## src/hdl/ptk_pkg.sv

```systemverilog
// ----------------------------------------------------------------------------
// ptk_pkg
// Types and constants of the per-device min/max tracker.
// ----------------------------------------------------------------------------
package ptk_pkg;

  localparam int DevIdBits = 4;
  localparam int CountBits = 32;

  typedef enum logic {
    CMD_RECORD = 1'b0,
    CMD_QUERY  = 1'b1
  } cmd_e;

  typedef enum logic [1:0] {
    ST_IDLE,
    ST_READ,
    ST_UPDATE
  } state_e;

  // Commands from the controller to the datapath.
  typedef struct packed {
    logic capture;  // take the accepted request into the input registers
    logic read;     // read the addressed table entry
    logic commit;   // write the entry back and load the output register
  } ctrl_t;

endpackage

```

## src/hdl/ptk_in_if.sv

```systemverilog
// ----------------------------------------------------------------------------
// ptk_in_if
// Request channel: command, device number and sample.
// ----------------------------------------------------------------------------
interface ptk_in_if #(
  parameter int VALUE_BITS = 32
);
  import ptk_pkg::*;

  logic                         valid;
  logic                         ready;
  logic                         cmd;
  logic [DevIdBits-1:0]         device_id;
  logic signed [VALUE_BITS-1:0] sample_value;

  modport source (output valid, cmd, device_id, sample_value, input ready);
  modport sink   (input valid, cmd, device_id, sample_value, output ready);
endinterface

```

## src/hdl/ptk_out_if.sv

```systemverilog
// ----------------------------------------------------------------------------
// ptk_out_if
// Result channel: seen flag, count, minimum and maximum of one device.
// ----------------------------------------------------------------------------
interface ptk_out_if #(
  parameter int VALUE_BITS = 32
);
  import ptk_pkg::*;

  logic                         valid;
  logic                         ready;
  logic                         seen;
  logic [CountBits-1:0]         event_count;
  logic signed [VALUE_BITS-1:0] min_seen;
  logic signed [VALUE_BITS-1:0] max_seen;

  modport source (output valid, seen, event_count, min_seen, max_seen, input ready);
  modport sink   (input valid, seen, event_count, min_seen, max_seen, output ready);
endinterface

```

## src/hdl/ptk_ctrl.sv

```systemverilog
// ----------------------------------------------------------------------------
// ptk_ctrl
// Sequencer: accept, read the table entry, then commit the update and result.
// ----------------------------------------------------------------------------
module ptk_ctrl (
  input  logic           clk_i,
  input  logic           rst_ni,
  input  logic           in_valid_i,
  output logic           in_ready_o,
  output logic           out_valid_o,
  input  logic           out_ready_i,
  output ptk_pkg::ctrl_t ctrl_o
);
  import ptk_pkg::*;

  state_e state_q, state_d;
  logic   out_valid_q, out_valid_d;

  always_ff @(posedge clk_i or negedge rst_ni) begin
    if (!rst_ni) begin
      state_q     <= ST_IDLE;
      out_valid_q <= 1'b0;
    end else begin
      state_q     <= state_d;
      out_valid_q <= out_valid_d;
    end
  end

  always_comb begin
    state_d        = state_q;
    in_ready_o     = 1'b0;
    ctrl_o         = '0;
    out_valid_d    = out_valid_q && !out_ready_i;
    case (state_q)
      ST_IDLE: begin
        in_ready_o = 1'b1;
        if (in_valid_i) begin
          ctrl_o.capture = 1'b1;
          state_d        = ST_READ;
        end
      end
      ST_READ: begin
        ctrl_o.read = 1'b1;
        state_d     = ST_UPDATE;
      end
      ST_UPDATE: begin
        // The result register must be free, or be emptied in this cycle.
        if (!out_valid_q || out_ready_i) begin
          ctrl_o.commit = 1'b1;
          out_valid_d   = 1'b1;
          state_d       = ST_IDLE;
        end
      end
      default: begin
        state_d = ST_IDLE;
      end
    endcase
  end

  assign out_valid_o = out_valid_q;

endmodule

```

## src/hdl/ptk_datapath.sv

```systemverilog
// ----------------------------------------------------------------------------
// ptk_datapath
// Statistics table, min/max/count update and the result register.
// ----------------------------------------------------------------------------
module ptk_datapath #(
  parameter int DEVICES    = 16,
  parameter int VALUE_BITS = 32
) (
  input  logic                          clk_i,
  input  logic                          rst_ni,
  input  ptk_pkg::ctrl_t                ctrl_i,
  input  logic                          cmd_i,
  input  logic [ptk_pkg::DevIdBits-1:0] device_id_i,
  input  logic signed [VALUE_BITS-1:0]  sample_value_i,
  output logic                          seen_o,
  output logic [ptk_pkg::CountBits-1:0] event_count_o,
  output logic signed [VALUE_BITS-1:0]  min_seen_o,
  output logic signed [VALUE_BITS-1:0]  max_seen_o
);
  import ptk_pkg::*;

  // Only the entries a device number can reach are built.
  localparam int Entries = (DEVICES < (1 << DevIdBits)) ? DEVICES : (1 << DevIdBits);
  localparam int IdxBits = (Entries > 1) ? $clog2(Entries) : 1;
  localparam logic [CountBits-1:0] CountTop = '1;

  // Input registers.
  logic                         cmd_q;
  logic [DevIdBits-1:0]         dev_q;
  logic signed [VALUE_BITS-1:0] val_q;

  // Table: one valid bit per entry stands for a nonzero count.
  logic [Entries-1:0]           valid_q;
  logic [CountBits-1:0]         cnt_mem [Entries];
  logic signed [VALUE_BITS-1:0] min_mem [Entries];
  logic signed [VALUE_BITS-1:0] max_mem [Entries];

  // Registered read of the addressed entry.
  logic                         rd_seen_q;
  logic [CountBits-1:0]         rd_cnt_q;
  logic signed [VALUE_BITS-1:0] rd_min_q;
  logic signed [VALUE_BITS-1:0] rd_max_q;

  // Result register.
  logic                         seen_q;
  logic [CountBits-1:0]         cnt_q;
  logic signed [VALUE_BITS-1:0] min_q;
  logic signed [VALUE_BITS-1:0] max_q;

  logic                         in_range;
  logic [IdxBits-1:0]           idx;
  logic                         record;
  logic [CountBits-1:0]         new_cnt;
  logic signed [VALUE_BITS-1:0] new_min;
  logic signed [VALUE_BITS-1:0] new_max;

  assign in_range = {1'b0, dev_q} < (DevIdBits + 1)'(Entries);
  assign idx      = dev_q[IdxBits-1:0];
  assign record   = (cmd_q == CMD_RECORD) && in_range;

  always_comb begin
    if (!rd_seen_q) begin
      new_cnt = CountBits'(1);
      new_min = val_q;
      new_max = val_q;
    end else begin
      new_cnt = (rd_cnt_q == CountTop) ? rd_cnt_q : rd_cnt_q + CountBits'(1);
      new_min = (val_q < rd_min_q) ? val_q : rd_min_q;
      new_max = (val_q > rd_max_q) ? val_q : rd_max_q;
    end
  end

  always_ff @(posedge clk_i or negedge rst_ni) begin
    if (!rst_ni) begin
      valid_q <= '0;
    end else if (ctrl_i.commit && record) begin
      valid_q[idx] <= 1'b1;
    end
  end

  always_ff @(posedge clk_i) begin
    if (ctrl_i.capture) begin
      cmd_q <= cmd_i;
      dev_q <= device_id_i;
      val_q <= sample_value_i;
    end
    if (ctrl_i.read) begin
      rd_seen_q <= in_range && valid_q[idx];
      rd_cnt_q  <= cnt_mem[idx];
      rd_min_q  <= min_mem[idx];
      rd_max_q  <= max_mem[idx];
    end
    if (ctrl_i.commit) begin
      if (record) begin
        cnt_mem[idx] <= new_cnt;
        min_mem[idx] <= new_min;
        max_mem[idx] <= new_max;
        seen_q       <= 1'b1;
        cnt_q        <= new_cnt;
        min_q        <= new_min;
        max_q        <= new_max;
      end else if (rd_seen_q) begin
        seen_q <= 1'b1;
        cnt_q  <= rd_cnt_q;
        min_q  <= rd_min_q;
        max_q  <= rd_max_q;
      end else begin
        // Unseen device, or a number beyond the table: all zero.
        seen_q <= 1'b0;
        cnt_q  <= '0;
        min_q  <= '0;
        max_q  <= '0;
      end
    end
  end

  assign seen_o        = seen_q;
  assign event_count_o = cnt_q;
  assign min_seen_o    = min_q;
  assign max_seen_o    = max_q;

endmodule

```

## src/hdl/per_device_min_max_tracker.sv

```systemverilog
// ----------------------------------------------------------------------------
// per_device_min_max_tracker
// Each request is handled in order: the request is captured, the device's
// table entry is read into a register, and the update is written back while
// the result is loaded into the output register. The single-port table
// read-modify-write sets this sequence. A new request is taken as soon as the
// previous one has reached the output register, even if its result still
// waits to be taken; a result that waits holds the next request in its
// update cycle. The table needs no clearing pass: a valid bit per entry
// marks devices that have been seen.
// ----------------------------------------------------------------------------
module per_device_min_max_tracker #(
  parameter int DEVICES    = 16,
  parameter int VALUE_BITS = 32
) (
  input  logic     clk_i,
  input  logic     rst_ni,
  ptk_in_if.sink   in_i,
  ptk_out_if.source out_o
);
  import ptk_pkg::*;

  ctrl_t ctrl;

  ptk_ctrl u_ctrl (
    .clk_i      (clk_i),
    .rst_ni     (rst_ni),
    .in_valid_i (in_i.valid),
    .in_ready_o (in_i.ready),
    .out_valid_o(out_o.valid),
    .out_ready_i(out_o.ready),
    .ctrl_o     (ctrl)
  );

  ptk_datapath #(
    .DEVICES   (DEVICES),
    .VALUE_BITS(VALUE_BITS)
  ) u_datapath (
    .clk_i         (clk_i),
    .rst_ni        (rst_ni),
    .ctrl_i        (ctrl),
    .cmd_i         (in_i.cmd),
    .device_id_i   (in_i.device_id),
    .sample_value_i(in_i.sample_value),
    .seen_o        (out_o.seen),
    .event_count_o (out_o.event_count),
    .min_seen_o    (out_o.min_seen),
    .max_seen_o    (out_o.max_seen)
  );

endmodule

```

## src/flat_wrapper.sv

```systemverilog
// flat-port wrapper written by rule: the top's interface ports become plain ports
module per_device_min_max_tracker_flat import ptk_pkg::*;
#(
  parameter int DEVICES    = 16,
  parameter int VALUE_BITS = 32
)
  (clk_i, rst_ni, in_i_valid, in_i_cmd, in_i_device_id, in_i_sample_value, in_i_ready, out_o_valid, out_o_seen, out_o_event_count, out_o_min_seen, out_o_max_seen, out_o_ready);
  ptk_in_if #(.VALUE_BITS(VALUE_BITS)) in_i_i ();
  ptk_out_if #(.VALUE_BITS(VALUE_BITS)) out_o_i ();
  input  logic clk_i;
  input  logic rst_ni;
  input wire logic [$bits(in_i_i.valid)-1:0] in_i_valid;
  input wire logic [$bits(in_i_i.cmd)-1:0] in_i_cmd;
  input wire logic [$bits(in_i_i.device_id)-1:0] in_i_device_id;
  input wire logic [$bits(in_i_i.sample_value)-1:0] in_i_sample_value;
  output wire logic [$bits(in_i_i.ready)-1:0] in_i_ready;
  output wire logic [$bits(out_o_i.valid)-1:0] out_o_valid;
  output wire logic [$bits(out_o_i.seen)-1:0] out_o_seen;
  output wire logic [$bits(out_o_i.event_count)-1:0] out_o_event_count;
  output wire logic [$bits(out_o_i.min_seen)-1:0] out_o_min_seen;
  output wire logic [$bits(out_o_i.max_seen)-1:0] out_o_max_seen;
  input wire logic [$bits(out_o_i.ready)-1:0] out_o_ready;
  assign in_i_i.valid = in_i_valid;
  assign in_i_i.cmd = in_i_cmd;
  assign in_i_i.device_id = in_i_device_id;
  assign in_i_i.sample_value = in_i_sample_value;
  assign in_i_ready = in_i_i.ready;
  assign out_o_valid = out_o_i.valid;
  assign out_o_seen = out_o_i.seen;
  assign out_o_event_count = out_o_i.event_count;
  assign out_o_min_seen = out_o_i.min_seen;
  assign out_o_max_seen = out_o_i.max_seen;
  assign out_o_i.ready = out_o_ready;
  per_device_min_max_tracker #(.DEVICES(DEVICES), .VALUE_BITS(VALUE_BITS)) u_core (.clk_i(clk_i), .rst_ni(rst_ni), .in_i(in_i_i), .out_o(out_o_i));
endmodule
```

## config.mk

```make
export PLATFORM = sky130hd
export DESIGN_NAME = per_device_min_max_tracker_flat
export DESIGN_NICKNAME = d
export VERILOG_FILES = /design/src/hdl/ptk_pkg.sv /design/src/hdl/ptk_in_if.sv /design/src/hdl/ptk_out_if.sv /design/src/hdl/ptk_ctrl.sv /design/src/hdl/ptk_datapath.sv /design/src/hdl/per_device_min_max_tracker.sv /design/src/flat_wrapper.sv
export SDC_FILE = /design/constraint.sdc
export NUM_CORES = 2
export LEC_CHECK = 0
export BUFFER_PORTS_ARGS = -buffer_cell sky130_fd_sc_hd__buf_2
export CAP_MARGIN = 20
export CORE_MARGIN = 1
export CORE_UTILIZATION = 55
export DETAILED_ROUTE_END_ITERATION = 8
export GPL_TIMING_DRIVEN = 0
export PLACE_DENSITY = 0.81
export SLEW_MARGIN = 40
export SYNTH_ARGS = -nofsm -noshare
export SYNTH_HDL_FRONTEND = slang
export SYNTH_SLANG_ARGS = --single-unit
```

## constraint.sdc

```tcl
create_clock -name clk_i -period 19.65 [get_ports clk_i]
set_clock_uncertainty 0.05 [all_clocks]
set_input_delay 3.93 -clock clk_i [delete_from_list [all_inputs] [get_ports clk_i]]
set_output_delay 3.93 -clock clk_i [all_outputs]
set_load 0.05 [all_outputs]
```

==> impl_metrics.json <==
{
  "rsz0062_at_grt": "no",
  "dpl.hpwl_microns": 123000,
  "port_buffers": 139,
  "startpoint": "out_o_ready",
  "max_freq_mhz": 157,
  "synth_nets": 3226,
  "synthArstFlopShare_pct": 1.06,
  "reg2reg_setup_slack_ns": 14.57,
  "cts_root_buf": "clkbuf_16",
  "p_total_mw": 9.75,
  "synth_cell_types": 51,
  "vdd_drop_max_mv": 0.0775,
  "grt_pass1_vias": 38996,
  "cts_buffer_depth": 3,
  "synth.avg_cell_area_sq_um": 22.4,
  "period_minus_slack_ns": 6.36,
  "postCtsSetupRepairBufs": 0,
  "finish.net_count": 3743,
  "overflow": 0,
  "slew_headroom_pct": 39.4,
  "syn_inst": 3121,
  "min-delay-start": "u_core.u_datapath.valid_q[3]",
  "grt_pass1_wl_microns": 281000,
  "start_util_pct": 55.5,
  "core_sq_mm": 0.126,
  "worst_slew_pin_slew_ns": 0.909,
  "route.met2.wl_microns": 94500,
  "clock_latency_ns": 0.82,
  "die_y_microns": 358,
  "drv_slew": 0,
  "fp.dieW_microns": 358,
  "max_cap_viol_count": 0,
  "cp.required_ns": 20.11,
  "drc_errors": 0,
  "ff2ff_path_depth": 9,
  "synth_area_sq_mm": 0.0698,
  "r2r-end": "u_core.u_datapath.min_seen_o[25]",
  "cts_buffers": 171,
  "cts_resized": 0,
  "drive_gt1_share_pct": 34.8,
  "holdWs_ns": 0.425,
  "clk_pin_slew_ns": 0.06,
  "io_pins": 140,
  "htree_levels": 4,
  "setup_viol": 0,
  "min_path_type": "reg2reg",
  "ys_top_cells_by_count": "edfxtp_1, mux4_2, nor2_1",
  "worstSetupStartpointType": "input pin",
  "hold_depth": 1,
  "gr-usage-all-layers_pct": 31.8,
  "synth_area_leaders": "edfxtp_1, mux4_2, ha_1",
  "critical_path.max_fanout": 6,
  "wl_microns": 201000,
  "num_vias": 38524,
  "setup_slack_ns": 13.29,
  "power.leakage_nw": 26.7,
  "wl_met1_microns": 64300,
  "preCtsSetupSlack_ns": 12.69,
  "wire_per_inst_microns": 37.1,
  "wl_met3_microns": 27600,
  "outcome": "complete, no violations",
  "drtIter0Drc": 6493,
  "yosysTopAreaCellShare_pct": 76.0,
  "hold_buffers": 0,
  "grt_max_degree": 57,
  "arrival_ns": 6.82,
  "ys_seq_area_share_pct": 76.7,
  "p_per_area_mw_per_mm2": 120,
  "r2r-start": "u_core.u_datapath.val_q[1]",
  "detail-route-antenna-nets": 0,
  "yosys.area.top_type": "edfxtp_1",
  "worstSetupEndpointType": "flop",
  "timing_hold_violations_final": 0,
  "finalCritPeriodShare_pct": 32.4,
  "firstDrtPassIters": 7,
  "antenna_found_initial": 8,
  "fp.dieArea_sq_mm": 0.128,
  "ys_ff_latch": 1786,
  "topRoutingLayerUsed": "met5",
  "yosysWarnings": 0,
  "post_drt_via_cell_ratio": 7.10,
  "cts.sinks": 1786,
  "crit_type": "in2reg",
  "fill_cells": 7451,
  "cts_tree": "done",
  "min_to": "u_core.u_datapath.valid_q[3]",
  "synth-main-ff-cell": "edfxtp_1",
  "synth_most_common_cell": "edfxtp_1",
  "synth_edf_count": 1767,
  "syn_to_final_growth_pct": 16.8,
  "routabilityCongestion": 0.832,
  "row_count": 130
}
## power breakdown
| group | internal [mW] | switching, mW |
|---|---|---|
| clock | 1.87 | 1.44 |
| sequential | 4.66 | 0.127 |
| combinational | 0.522 | 1.13 |
| total | 7.06 | 2.70 |
## stage by stage
step / area (sq um) / utilization (%) / cells / setup TNS [ns]
finish: 81600 / 64.9 / 5426 / 0
global route: 81600 / 64.9 / 5426 / 0
CTS: 81500 / 64.8 / 5424 / 0
detailed placement: 76000 / 60.4 / 5114 / 0
global placement: 72600 / 57.7 / 4910 / -525.27
floorplan: 69800 / - / 3121 / 0
## area by class of cell
| cell class | count | area [sq um] | share of cell area, % |
|---|---|---|---|
| multi-input combinational | 1109 | 15700 | 19.2 |
| inverter | 72 | 278 | 0.340 |
| sequential | 1786 | 53500 | 65.6 |
| antenna | 1 | 2.50 | 0.00307 |
| timing repair buffer | 344 | 3810 | 4.67 |
| tap | 1650 | 2060 | 2.53 |
| clock inverter | 99 | 957 | 1.17 |
| clock buffer | 211 | 4570 | 5.60 |
| buffer | 154 | 713 | 0.874 |
## critical path: stages
cell and delay (ns):
buf_2 0.07, nand2b_1 0.13, nand2b_1 0.28, or4_1 0.69
nor3_2 0.50, buf_4 0.29, buf_6 0.18, buf_4 0.20
buf_2 0.27, buf_2 0.26
## how the worst max path moves through the flow
stage | end | slack [ns] | cells past startpoint
4_1_cts | u_core.u_datapath.min_mem[0][10] | 13.44 | 10
6_report | u_core.u_datapath.min_mem[0][11] | 13.29 | 10
3_3_place_gp | u_core.u_datapath.valid_q[0] | -1.83 | 6
3_5_place_dp | u_core.u_datapath.min_mem[0][10] | 12.69 | 10
5_1_grt | u_core.u_datapath.min_mem[0][11] | 13.33 | 10
2_1_floorplan | u_core.u_datapath.valid_q[0] | 7.68 | 5
## sequential cells by signal (all words and copies together) (netlist names)
signal	count
u_core.u_ctrl.out_valid_o	1
u_core.u_ctrl.state_q	2
u_core.u_datapath.cmd_q	1
u_core.u_datapath.cnt_mem	512
u_core.u_datapath.dev_q	4
u_core.u_datapath.event_count_o	32
u_core.u_datapath.max_mem	512
u_core.u_datapath.max_seen_o	32
u_core.u_datapath.min_mem	512
u_core.u_datapath.min_seen_o	32
u_core.u_datapath.rd_cnt_q	32
u_core.u_datapath.rd_max_q	32
u_core.u_datapath.rd_min_q	32
u_core.u_datapath.rd_seen_q	1
u_core.u_datapath.seen_o	1
u_core.u_datapath.val_q	32
u_core.u_datapath.valid_q	16
## kinds of logic (layout without fill, tap and decap cells)
group	Yosys count	count (layout)	synth area share [%]
XOR/XNOR	46	46	0.577
multiplexers	552	552	16.7
AND/OR/NAND/NOR	292	292	2.01
adder cells (fa/ha/maj)	64	64	1.15
AO/OA/AOI/OAI	155	155	1.65
other	0	1	0
buffers and inverters	226	880	1.24
flip-flops	1786	1786	76.7
## metal layers
metal  up-vias  track usage (%)
met2      3907             49.7
met5         -                0
li1      14215                -
met3       980             9.13
met4         8             20.1
met1     19414             39.3
## layout by cell type, fill, tap and decap left out, types with 6 or more instances in the layout
cell           n
ha_1          64
and2_1         7
buf_2        220
nand3_1       17
nor2_4        12
bufinv_16     17
inv_6          6
inv_1         69
clkinvlp_4     7
clkbuf_1      78
clkinv_1      34
clkbuf_16    177
edfxtp_1    1767
a221o_1       31
a21oi_2        9
mux2_2        64
a21oi_1       38
nand4_1       21
nand2b_1       7
xnor2_1       27
nor3_2         7
mux4_2       485
nor2_1        77
clkinv_2      30
clkbuf_2      59
xor2_1        19
buf_8         46
dfrtp_1       19
buf_4         55
nor3_1        18
a32o_1        33
or2_2         16
buf_16        65
nand2_1       53
o21ai_0       26
nor2_2        19
or3_1         14
(Power assumes the default switching activity.)
